$ cat src/sv/mmra_pkg.sv
`timescale 1ns / 1ps
`default_nettype none
// shared constants and types for the trimmed mean block
// used by the accumulator, the serial divider and the top level

package mmra_pkg;

    localparam int SAMPLE_BITS = 16;
    localparam int MAX_SAMPLES = 256;
    localparam int COUNT_W     = $clog2(MAX_SAMPLES + 1);
    localparam int SUM_W       = SAMPLE_BITS + $clog2(MAX_SAMPLES);
    localparam int MEAN_W      = 16;
    localparam int MIN_COUNT   = 3;
    localparam int TRIM_COUNT  = 2;
    localparam int NUM_W       = SUM_W + 2;
    localparam int DEN_W       = COUNT_W + 1;
    localparam int STEP_W      = $clog2(NUM_W);

    typedef struct packed {
        logic [COUNT_W-1:0]     count;
        logic [SAMPLE_BITS-1:0] min_val;
        logic [SAMPLE_BITS-1:0] max_val;
        logic [SUM_W-1:0]       sum;
    } stats_t;

endpackage

`default_nettype wire

$ cat src/sv/mmra_accum.sv
`timescale 1ns / 1ps
`default_nettype none
// running count, minimum, maximum and sum of the current set
// depends on mmra_pkg

module mmra_accum (
    input  wire logic                            aclk,
    input  wire logic                            aresetn,
    input  wire logic                            accept,
    input  wire logic                            last,
    input  wire logic [mmra_pkg::SAMPLE_BITS-1:0] sample,
    output mmra_pkg::stats_t                     stats
);

    logic [mmra_pkg::COUNT_W-1:0]     count_reg;
    logic [mmra_pkg::SAMPLE_BITS-1:0] min_reg;
    logic [mmra_pkg::SAMPLE_BITS-1:0] max_reg;
    logic [mmra_pkg::SUM_W-1:0]       sum_reg;
    mmra_pkg::stats_t                 stats_next;

    // stats including the word offered this cycle
    always_comb begin
        stats_next.count   = count_reg;
        stats_next.min_val = min_reg;
        stats_next.max_val = max_reg;
        stats_next.sum     = sum_reg;
        if (count_reg < mmra_pkg::COUNT_W'(mmra_pkg::MAX_SAMPLES)) begin
            stats_next.count = count_reg + 1'b1;
            stats_next.sum   = sum_reg + mmra_pkg::SUM_W'(sample);
            if (sample < min_reg) begin
                stats_next.min_val = sample;
            end
            if (sample > max_reg) begin
                stats_next.max_val = sample;
            end
        end
    end

    assign stats = stats_next;

    always_ff @(posedge aclk) begin
        if (!aresetn) begin
            count_reg <= '0;
            min_reg   <= '1;
            max_reg   <= '0;
            sum_reg   <= '0;
        end else if (accept) begin
            if (last) begin
                count_reg <= '0;
                min_reg   <= '1;
                max_reg   <= '0;
                sum_reg   <= '0;
            end else begin
                count_reg <= stats_next.count;
                min_reg   <= stats_next.min_val;
                max_reg   <= stats_next.max_val;
                sum_reg   <= stats_next.sum;
            end
        end
    end

endmodule

`default_nettype wire

$ cat src/sv/mmra_divider.sv
`timescale 1ns / 1ps
`default_nettype none
// restoring divider, one quotient bit per cycle
// depends on mmra_pkg

module mmra_divider (
    input  wire logic                       aclk,
    input  wire logic                       aresetn,
    input  wire logic                       start,
    input  wire logic [mmra_pkg::NUM_W-1:0] numerator,
    input  wire logic [mmra_pkg::DEN_W-1:0] divisor,
    output logic                            done,
    output logic [mmra_pkg::MEAN_W-1:0]     quotient
);

    logic                            busy_reg;
    logic                            done_reg;
    logic [mmra_pkg::STEP_W-1:0]     cnt_reg;
    logic [mmra_pkg::NUM_W-1:0]      num_reg;
    logic [mmra_pkg::MEAN_W-1:0]     quo_reg;
    logic [mmra_pkg::DEN_W-1:0]      den_reg;
    logic [mmra_pkg::DEN_W-1:0]      rem_reg;
    logic [mmra_pkg::DEN_W:0]        shifted;
    logic [mmra_pkg::DEN_W:0]        trial;
    logic                            fits;

    assign shifted = {rem_reg, num_reg[mmra_pkg::NUM_W-1]};
    assign trial   = shifted - {1'b0, den_reg};
    assign fits    = shifted >= {1'b0, den_reg};

    always_ff @(posedge aclk) begin
        if (!aresetn) begin
            busy_reg <= 1'b0;
            done_reg <= 1'b0;
            cnt_reg  <= '0;
        end else begin
            done_reg <= 1'b0;
            if (start) begin
                busy_reg <= 1'b1;
                cnt_reg  <= mmra_pkg::STEP_W'(mmra_pkg::NUM_W - 1);
            end else if (busy_reg) begin
                cnt_reg <= cnt_reg - 1'b1;
                if (cnt_reg == '0) begin
                    busy_reg <= 1'b0;
                    done_reg <= 1'b1;
                end
            end
        end
    end

    always_ff @(posedge aclk) begin
        if (start) begin
            num_reg <= numerator;
            den_reg <= divisor;
            rem_reg <= '0;
            quo_reg <= '0;
        end else if (busy_reg) begin
            num_reg <= {num_reg[mmra_pkg::NUM_W-2:0], 1'b0};
            quo_reg <= {quo_reg[mmra_pkg::MEAN_W-2:0], fits};
            rem_reg <= fits ? trial[mmra_pkg::DEN_W-1:0] : shifted[mmra_pkg::DEN_W-1:0];
        end
    end

    assign done     = done_reg;
    assign quotient = quo_reg;

endmodule

`default_nettype wire

$ cat src/sv/min_max_rejected_average_core.sv
`timescale 1ns / 1ps
`default_nettype none
// trimmed mean core: mean of a set with one minimum and one maximum dropped
// depends on mmra_pkg, mmra_accum and mmra_divider
//
// s_ channel: one sample per word in s_tdata, s_tlast marks the last word of a set.
// m_ channel: one word per set, m_tdata is the rounded mean (sum-min-max)/(count-2),
// m_tuser is too_few, set when the set held fewer than three samples (mean 0).
// samples beyond 256 in one set are dropped but s_tlast still closes the set.
// throughput: words are taken one per cycle while the output register is free.
// a last word with three or more samples starts a restoring divide,
// one quotient bit per cycle, and s_tready stays low until the result is loaded
// into the output register.
// m_tvalid rises in the cycle after the last word for too_few, else on the divider's registered done.
// while a result waits and m_tready is low, s_tready is held low, so a stalled
// receiver stalls the input as well.
// reset (aresetn low, synchronous) clears the running stats, the divider and
// the output valid.

module min_max_rejected_average_core (
    input  wire logic        aclk,
    input  wire logic        aresetn,
    input  wire logic        s_tvalid,
    output logic             s_tready,
    input  wire logic [15:0] s_tdata,   // [15:0] sample
    input  wire logic        s_tlast,
    output logic             m_tvalid,
    input  wire logic        m_tready,
    output logic [15:0]      m_tdata,   // [15:0] trimmed_mean
    output logic             m_tuser    // [0] too_few
);

    typedef enum logic {
        ST_ACCUM,
        ST_DIVIDE
    } state_t;

    state_t                           state_reg;
    logic                             m_valid_reg;
    logic [mmra_pkg::MEAN_W-1:0]      m_data_reg;
    logic                             m_user_reg;

    mmra_pkg::stats_t                 stats;
    logic                             s_accept;
    logic                             set_done;
    logic                             few;
    logic                             div_start;
    logic                             div_done;
    logic [mmra_pkg::MEAN_W-1:0]      div_quot;
    logic [mmra_pkg::SUM_W-1:0]       trimmed;
    logic [mmra_pkg::COUNT_W-1:0]     den;
    logic [mmra_pkg::NUM_W-1:0]       numerator;
    logic [mmra_pkg::DEN_W-1:0]       divisor;
    logic                             out_free;

    assign out_free  = !m_valid_reg || m_tready;
    assign s_tready  = (state_reg == ST_ACCUM) && out_free;
    assign s_accept  = s_tvalid && s_tready;
    assign set_done  = s_accept && s_tlast;
    assign few       = stats.count < mmra_pkg::COUNT_W'(mmra_pkg::MIN_COUNT);
    assign div_start = set_done && !few;

    // rounded half up: (2n + d) / (2d)
    assign trimmed   = stats.sum - mmra_pkg::SUM_W'(stats.min_val)
                                 - mmra_pkg::SUM_W'(stats.max_val);
    assign den       = stats.count - mmra_pkg::COUNT_W'(mmra_pkg::TRIM_COUNT);
    assign numerator = {1'b0, trimmed, 1'b0} + mmra_pkg::NUM_W'(den);
    assign divisor   = {den, 1'b0};

    mmra_accum u_accum (
        .aclk    (aclk),
        .aresetn (aresetn),
        .accept  (s_accept),
        .last    (s_tlast),
        .sample  (s_tdata[mmra_pkg::SAMPLE_BITS-1:0]),
        .stats   (stats)
    );

    mmra_divider u_divider (
        .aclk      (aclk),
        .aresetn   (aresetn),
        .start     (div_start),
        .numerator (numerator),
        .divisor   (divisor),
        .done      (div_done),
        .quotient  (div_quot)
    );

    always_ff @(posedge aclk) begin
        if (!aresetn) begin
            state_reg   <= ST_ACCUM;
            m_valid_reg <= 1'b0;
            m_data_reg  <= '0;
            m_user_reg  <= 1'b0;
        end else begin
            case (state_reg)
                ST_ACCUM: begin
                    if (set_done && few) begin
                        m_valid_reg <= 1'b1;
                        m_data_reg  <= '0;
                        m_user_reg  <= 1'b1;
                    end else begin
                        if (m_valid_reg && m_tready) begin
                            m_valid_reg <= 1'b0;
                        end
                        if (set_done) begin
                            state_reg <= ST_DIVIDE;
                        end
                    end
                end
                ST_DIVIDE: begin
                    if (div_done) begin
                        m_valid_reg <= 1'b1;
                        m_data_reg  <= div_quot;
                        m_user_reg  <= 1'b0;
                        state_reg   <= ST_ACCUM;
                    end else if (m_valid_reg && m_tready) begin
                        m_valid_reg <= 1'b0;
                    end
                end
                default: begin
                    state_reg <= ST_ACCUM;
                end
            endcase
        end
    end

    assign m_tvalid = m_valid_reg;
    assign m_tdata  = m_data_reg;
    assign m_tuser  = m_user_reg;

endmodule

`default_nettype wire
$ cat config.mk
export PLATFORM = sky130hd
export DESIGN_NAME = min_max_rejected_average_core
export DESIGN_NICKNAME = d
export VERILOG_FILES = /design/src/sv/mmra_pkg.sv /design/src/sv/mmra_accum.sv /design/src/sv/mmra_divider.sv /design/src/sv/min_max_rejected_average_core.sv
export SDC_FILE = /design/constraint.sdc
export NUM_CORES = 1
export LEC_CHECK = 0
export BUFFER_PORTS_ARGS = -buffer_cell sky130_fd_sc_hd__buf_2
export CAP_MARGIN = 25
export CORE_MARGIN = 5
export CORE_UTILIZATION = 40
export CTS_CLUSTER_DIAMETER = 50
export CTS_CLUSTER_SIZE = 14
export DETAILED_ROUTE_END_ITERATION = 8
export PLACE_DENSITY_LB_ADDON = 0.05
export SETUP_SLACK_MARGIN = 0.4
export SLEW_MARGIN = 5
export SYNTH_ARGS = -nofsm -noshare
export SYNTH_HDL_FRONTEND = slang
export SYNTH_SLANG_ARGS = --single-unit
export TNS_END_PERCENT = 30
$ cat constraint.sdc
create_clock -name aclk -period 7.9 [get_ports aclk]
set_input_delay 1.58 -clock aclk [delete_from_list [all_inputs] [get_ports aclk]]
set_output_delay 1.58 -clock aclk [all_outputs]
set_load 0.05 [all_outputs]
==> flow_metrics.env <==
export IMPL_status="finished, final reports clean"
export IMPL_num_fill_cells=2690
export IMPL_first_iter_violations=455
export IMPL_place_inst=1650
export IMPL_cts_inserted_buffers=17
export IMPL_synth_top_area_share_pct=21.5
export IMPL_diodes=0
export IMPL_yosysMostFrequentCell="nand2_1"
export IMPL_clock_sinks=152
export IMPL_cp_slowest_stage_delay_ns=0.53
export IMPL_hold_viol_final=0
export IMPL_chipHeight_um=175
export IMPL_crit_required_ns=8.10
export IMPL_hpwl_um=21000
export IMPL_grt_pass1_wl_um=46400
export IMPL_crit_top_cell="a21o_1"
export IMPL_leakagePower_uw=0.00522
export IMPL_relSlewSlack_pct=44.4
export IMPL_stdcell_count=1689
export IMPL_ys_seq_elements=152
export IMPL_rsz0062_at_grt="true"
export IMPL_crit_path_max_fanout=11
export IMPL_portBuffers=39
export IMPL_fin_skew_ns=0.0133
export IMPL_wl_per_cell_um=16.7
export IMPL_swShare_pct=41.1
export IMPL_worstHoldPathType="reg2reg"
export IMPL_p_switching_uw=1540
export IMPL_postCtsHoldBufs=0
export IMPL_power_density_nw_per_um2=304
export IMPL_ant_nets=0
export IMPL_synth_edf_count=35
export IMPL_drc=0
export IMPL_track_usage_pct=18.6
export IMPL_die_x_um=175
export IMPL_cp_arrival_ns=7.41
export IMPL_power_frac_seq_pct=25.7
export IMPL_syn_inst=1284
export IMPL_fin_crit_ns=7.22
export IMPL_drv_cap=0
export IMPL_drtPass1Iterations=6
export IMPL_clock_fmax_ghz=0.139
export IMPL_wirelength_um=28200
export IMPL_yosysTopAreaCell="dfxtp_1"
export IMPL_fin_nets=1461
export IMPL_start_kind="input port"
export IMPL_final_layout_size_suffix_gt1_share_pct=12.4
export IMPL_cts_root_buffer="clkbuf_16"
export IMPL_p_int_uw=2210
export IMPL_slew_viol_final=0
export IMPL_clk_pin_slew_worst_paths_ns=0.07
export IMPL_grt_overflow=0
export IMPL_pwr_share_clk_pct=21.5
export IMPL_num_vias=9045
export IMPL_vdd_drop_max_v=0.000177
export IMPL_clk_latency_ns=0.44
export IMPL_setup_viol=0
export IMPL_yosysSeqAreaShare_pct=31.1
export IMPL_coreArea_sq_um=26900
export IMPL_worstSetupEndpointType="register"
export IMPL_tritoncts="built"
export IMPL_min_period_over_period_pct=91.4
export IMPL_fin_util_pct=45.9
export IMPL_avgSynthCellArea_sq_um=8.50
export IMPL_p_comb_share_pct=52.8
export IMPL_synth_warnings=0
export IMPL_grt_max_degree=61
export IMPL_die_area_sq_um=30700
export IMPL_ys_async_sr_fraction_pct=0
export IMPL_syn_area_sq_um=10900
export IMPL_io_pin_count=40
export IMPL_slowest_stage="fa_1"
export IMPL_criticalPathCategory="in2reg"
export IMPL_vias_per_cell=5.36
export IMPL_synth_cell_types=75
export IMPL_fin_setup_tns_ns=0
export IMPL_dp_slack_ns=0.0242
export IMPL_htreeDepth=4
export IMPL_yosys_top_cells_count="nand2_1, dfxtp_1, inv_1"
export IMPL_floorplan_initialDensity_pct=40.6
export IMPL_syn2layout_area_growth_pct=13.1
export IMPL_setup_ws_ns=0.682
export IMPL_antenna_found_initial=0
export IMPL_num_rows=60
export IMPL_clockBufferDepth=2
export IMPL_grt_pass1_vias=8823
export IMPL_dominantRegCellSynth="dfxtp_1"
export IMPL_timing_hold_ws_ns=0.463
export IMPL_tightestPinTransition_ns=0.834
export IMPL_synth_area_leaders="dfxtp_1, ha_1, edfxtp_1"
export IMPL_largest_register_ffs=26
export IMPL_synth_fp_nets=1410
export IMPL_gp_congestion=0.859
final cells by class:
class	instances	area [sq um]	area share, %
Timing Repair Buffer	89	583	4.73
Clock buffer	17	425	3.45
Multi-Input combinational cell	975	7000	56.7
Tap cell	341	427	3.46
Clock inverter	15	133	1.08
Inverter	100	375	3.04
Sequential cell	152	3390	27.5
repair_timing:
| action | in CTS | in global routing |
|---|---|---|
| resized for setup | 0 | 19 |
| setup buffers | 0 | 6 |
| setup endpoints to repair | 0 | 11 |
per-stage QoR:
step | power [uW] | instance area, sq um
floorplan | 2350 | 10900
finish | 3750 | 12300
detailed placement | 2900 | 11700
global placement | 2890 | 11700
CTS | 3720 | 12200
global route | 4060 | 12300
cells in the final DEF (no fill, tap or decap), drive strengths merged, types with 36 or more instances in the layout:
master,instances
o21ai,89
buf,89
nand2,133
xnor2,40
inv,110
ha,86
nor2,85
dfxtp,117
nand3,36
a21oi,70
critical path, delay by kind of cell:
family	cells	cell delay (ns)
compound gates	10	2.07
xor+xnor	2	0.18
fa+ha+maj	4	1.45
buf+inv	7	0.99
mux	1	0.29
simple gates	7	0.85
power by group through the flow:
| stage | logic [uW] | registers (uW) | clock network [uW] |
|---|---|---|---|
| after global routing | 2230 | 975 | 862 |
| after CTS | 1930 | 964 | 832 |
| after floorplan | 1390 | 959 | 0 |
| after global placement | 1910 | 980 | 0 |
| final | 1980 | 963 | 805 |
| after detailed placement | 1920 | 980 | 0 |
layer usage:
metal,global-route usage (%),vias to the layer above,part of all wire [%]
met3,2.70,27,2.0
met1,25.3,4261,50
li1,-,4664,-
met2,30.4,93,47
met5,0,-,0
met4,5.92,0,1.7
logic make-up (layout without fill, tap and decap cells):
logic type | count (synthesis) | after routing | synth area share (%)
AO/OA/AOI/OAI | 345 | 346 | 21.2
AND/OR/NAND/NOR | 404 | 404 | 18.0
adder cells (fa/ha/maj) | 105 | 105 | 13.4
XOR/XNOR | 73 | 73 | 5.86
buffers and inverters | 158 | 221 | 5.64
flip-flops | 152 | 152 | 31.1
multiplexers | 47 | 47 | 4.83
worst paths after layout:
check	startpoint	to	slack [ns]	cells after the start
max	s_tdata[1]	u_divider.num_reg[18]	0.68	31
min	m_tuser	m_tuser	0.46	2
max reg2reg	u_accum.min_reg[1]	u_divider.num_reg[18]	1.52	31
min reg2reg	m_tuser	m_tuser	0.46	2
No activity file was read; power rests on OpenSTA's default activity.
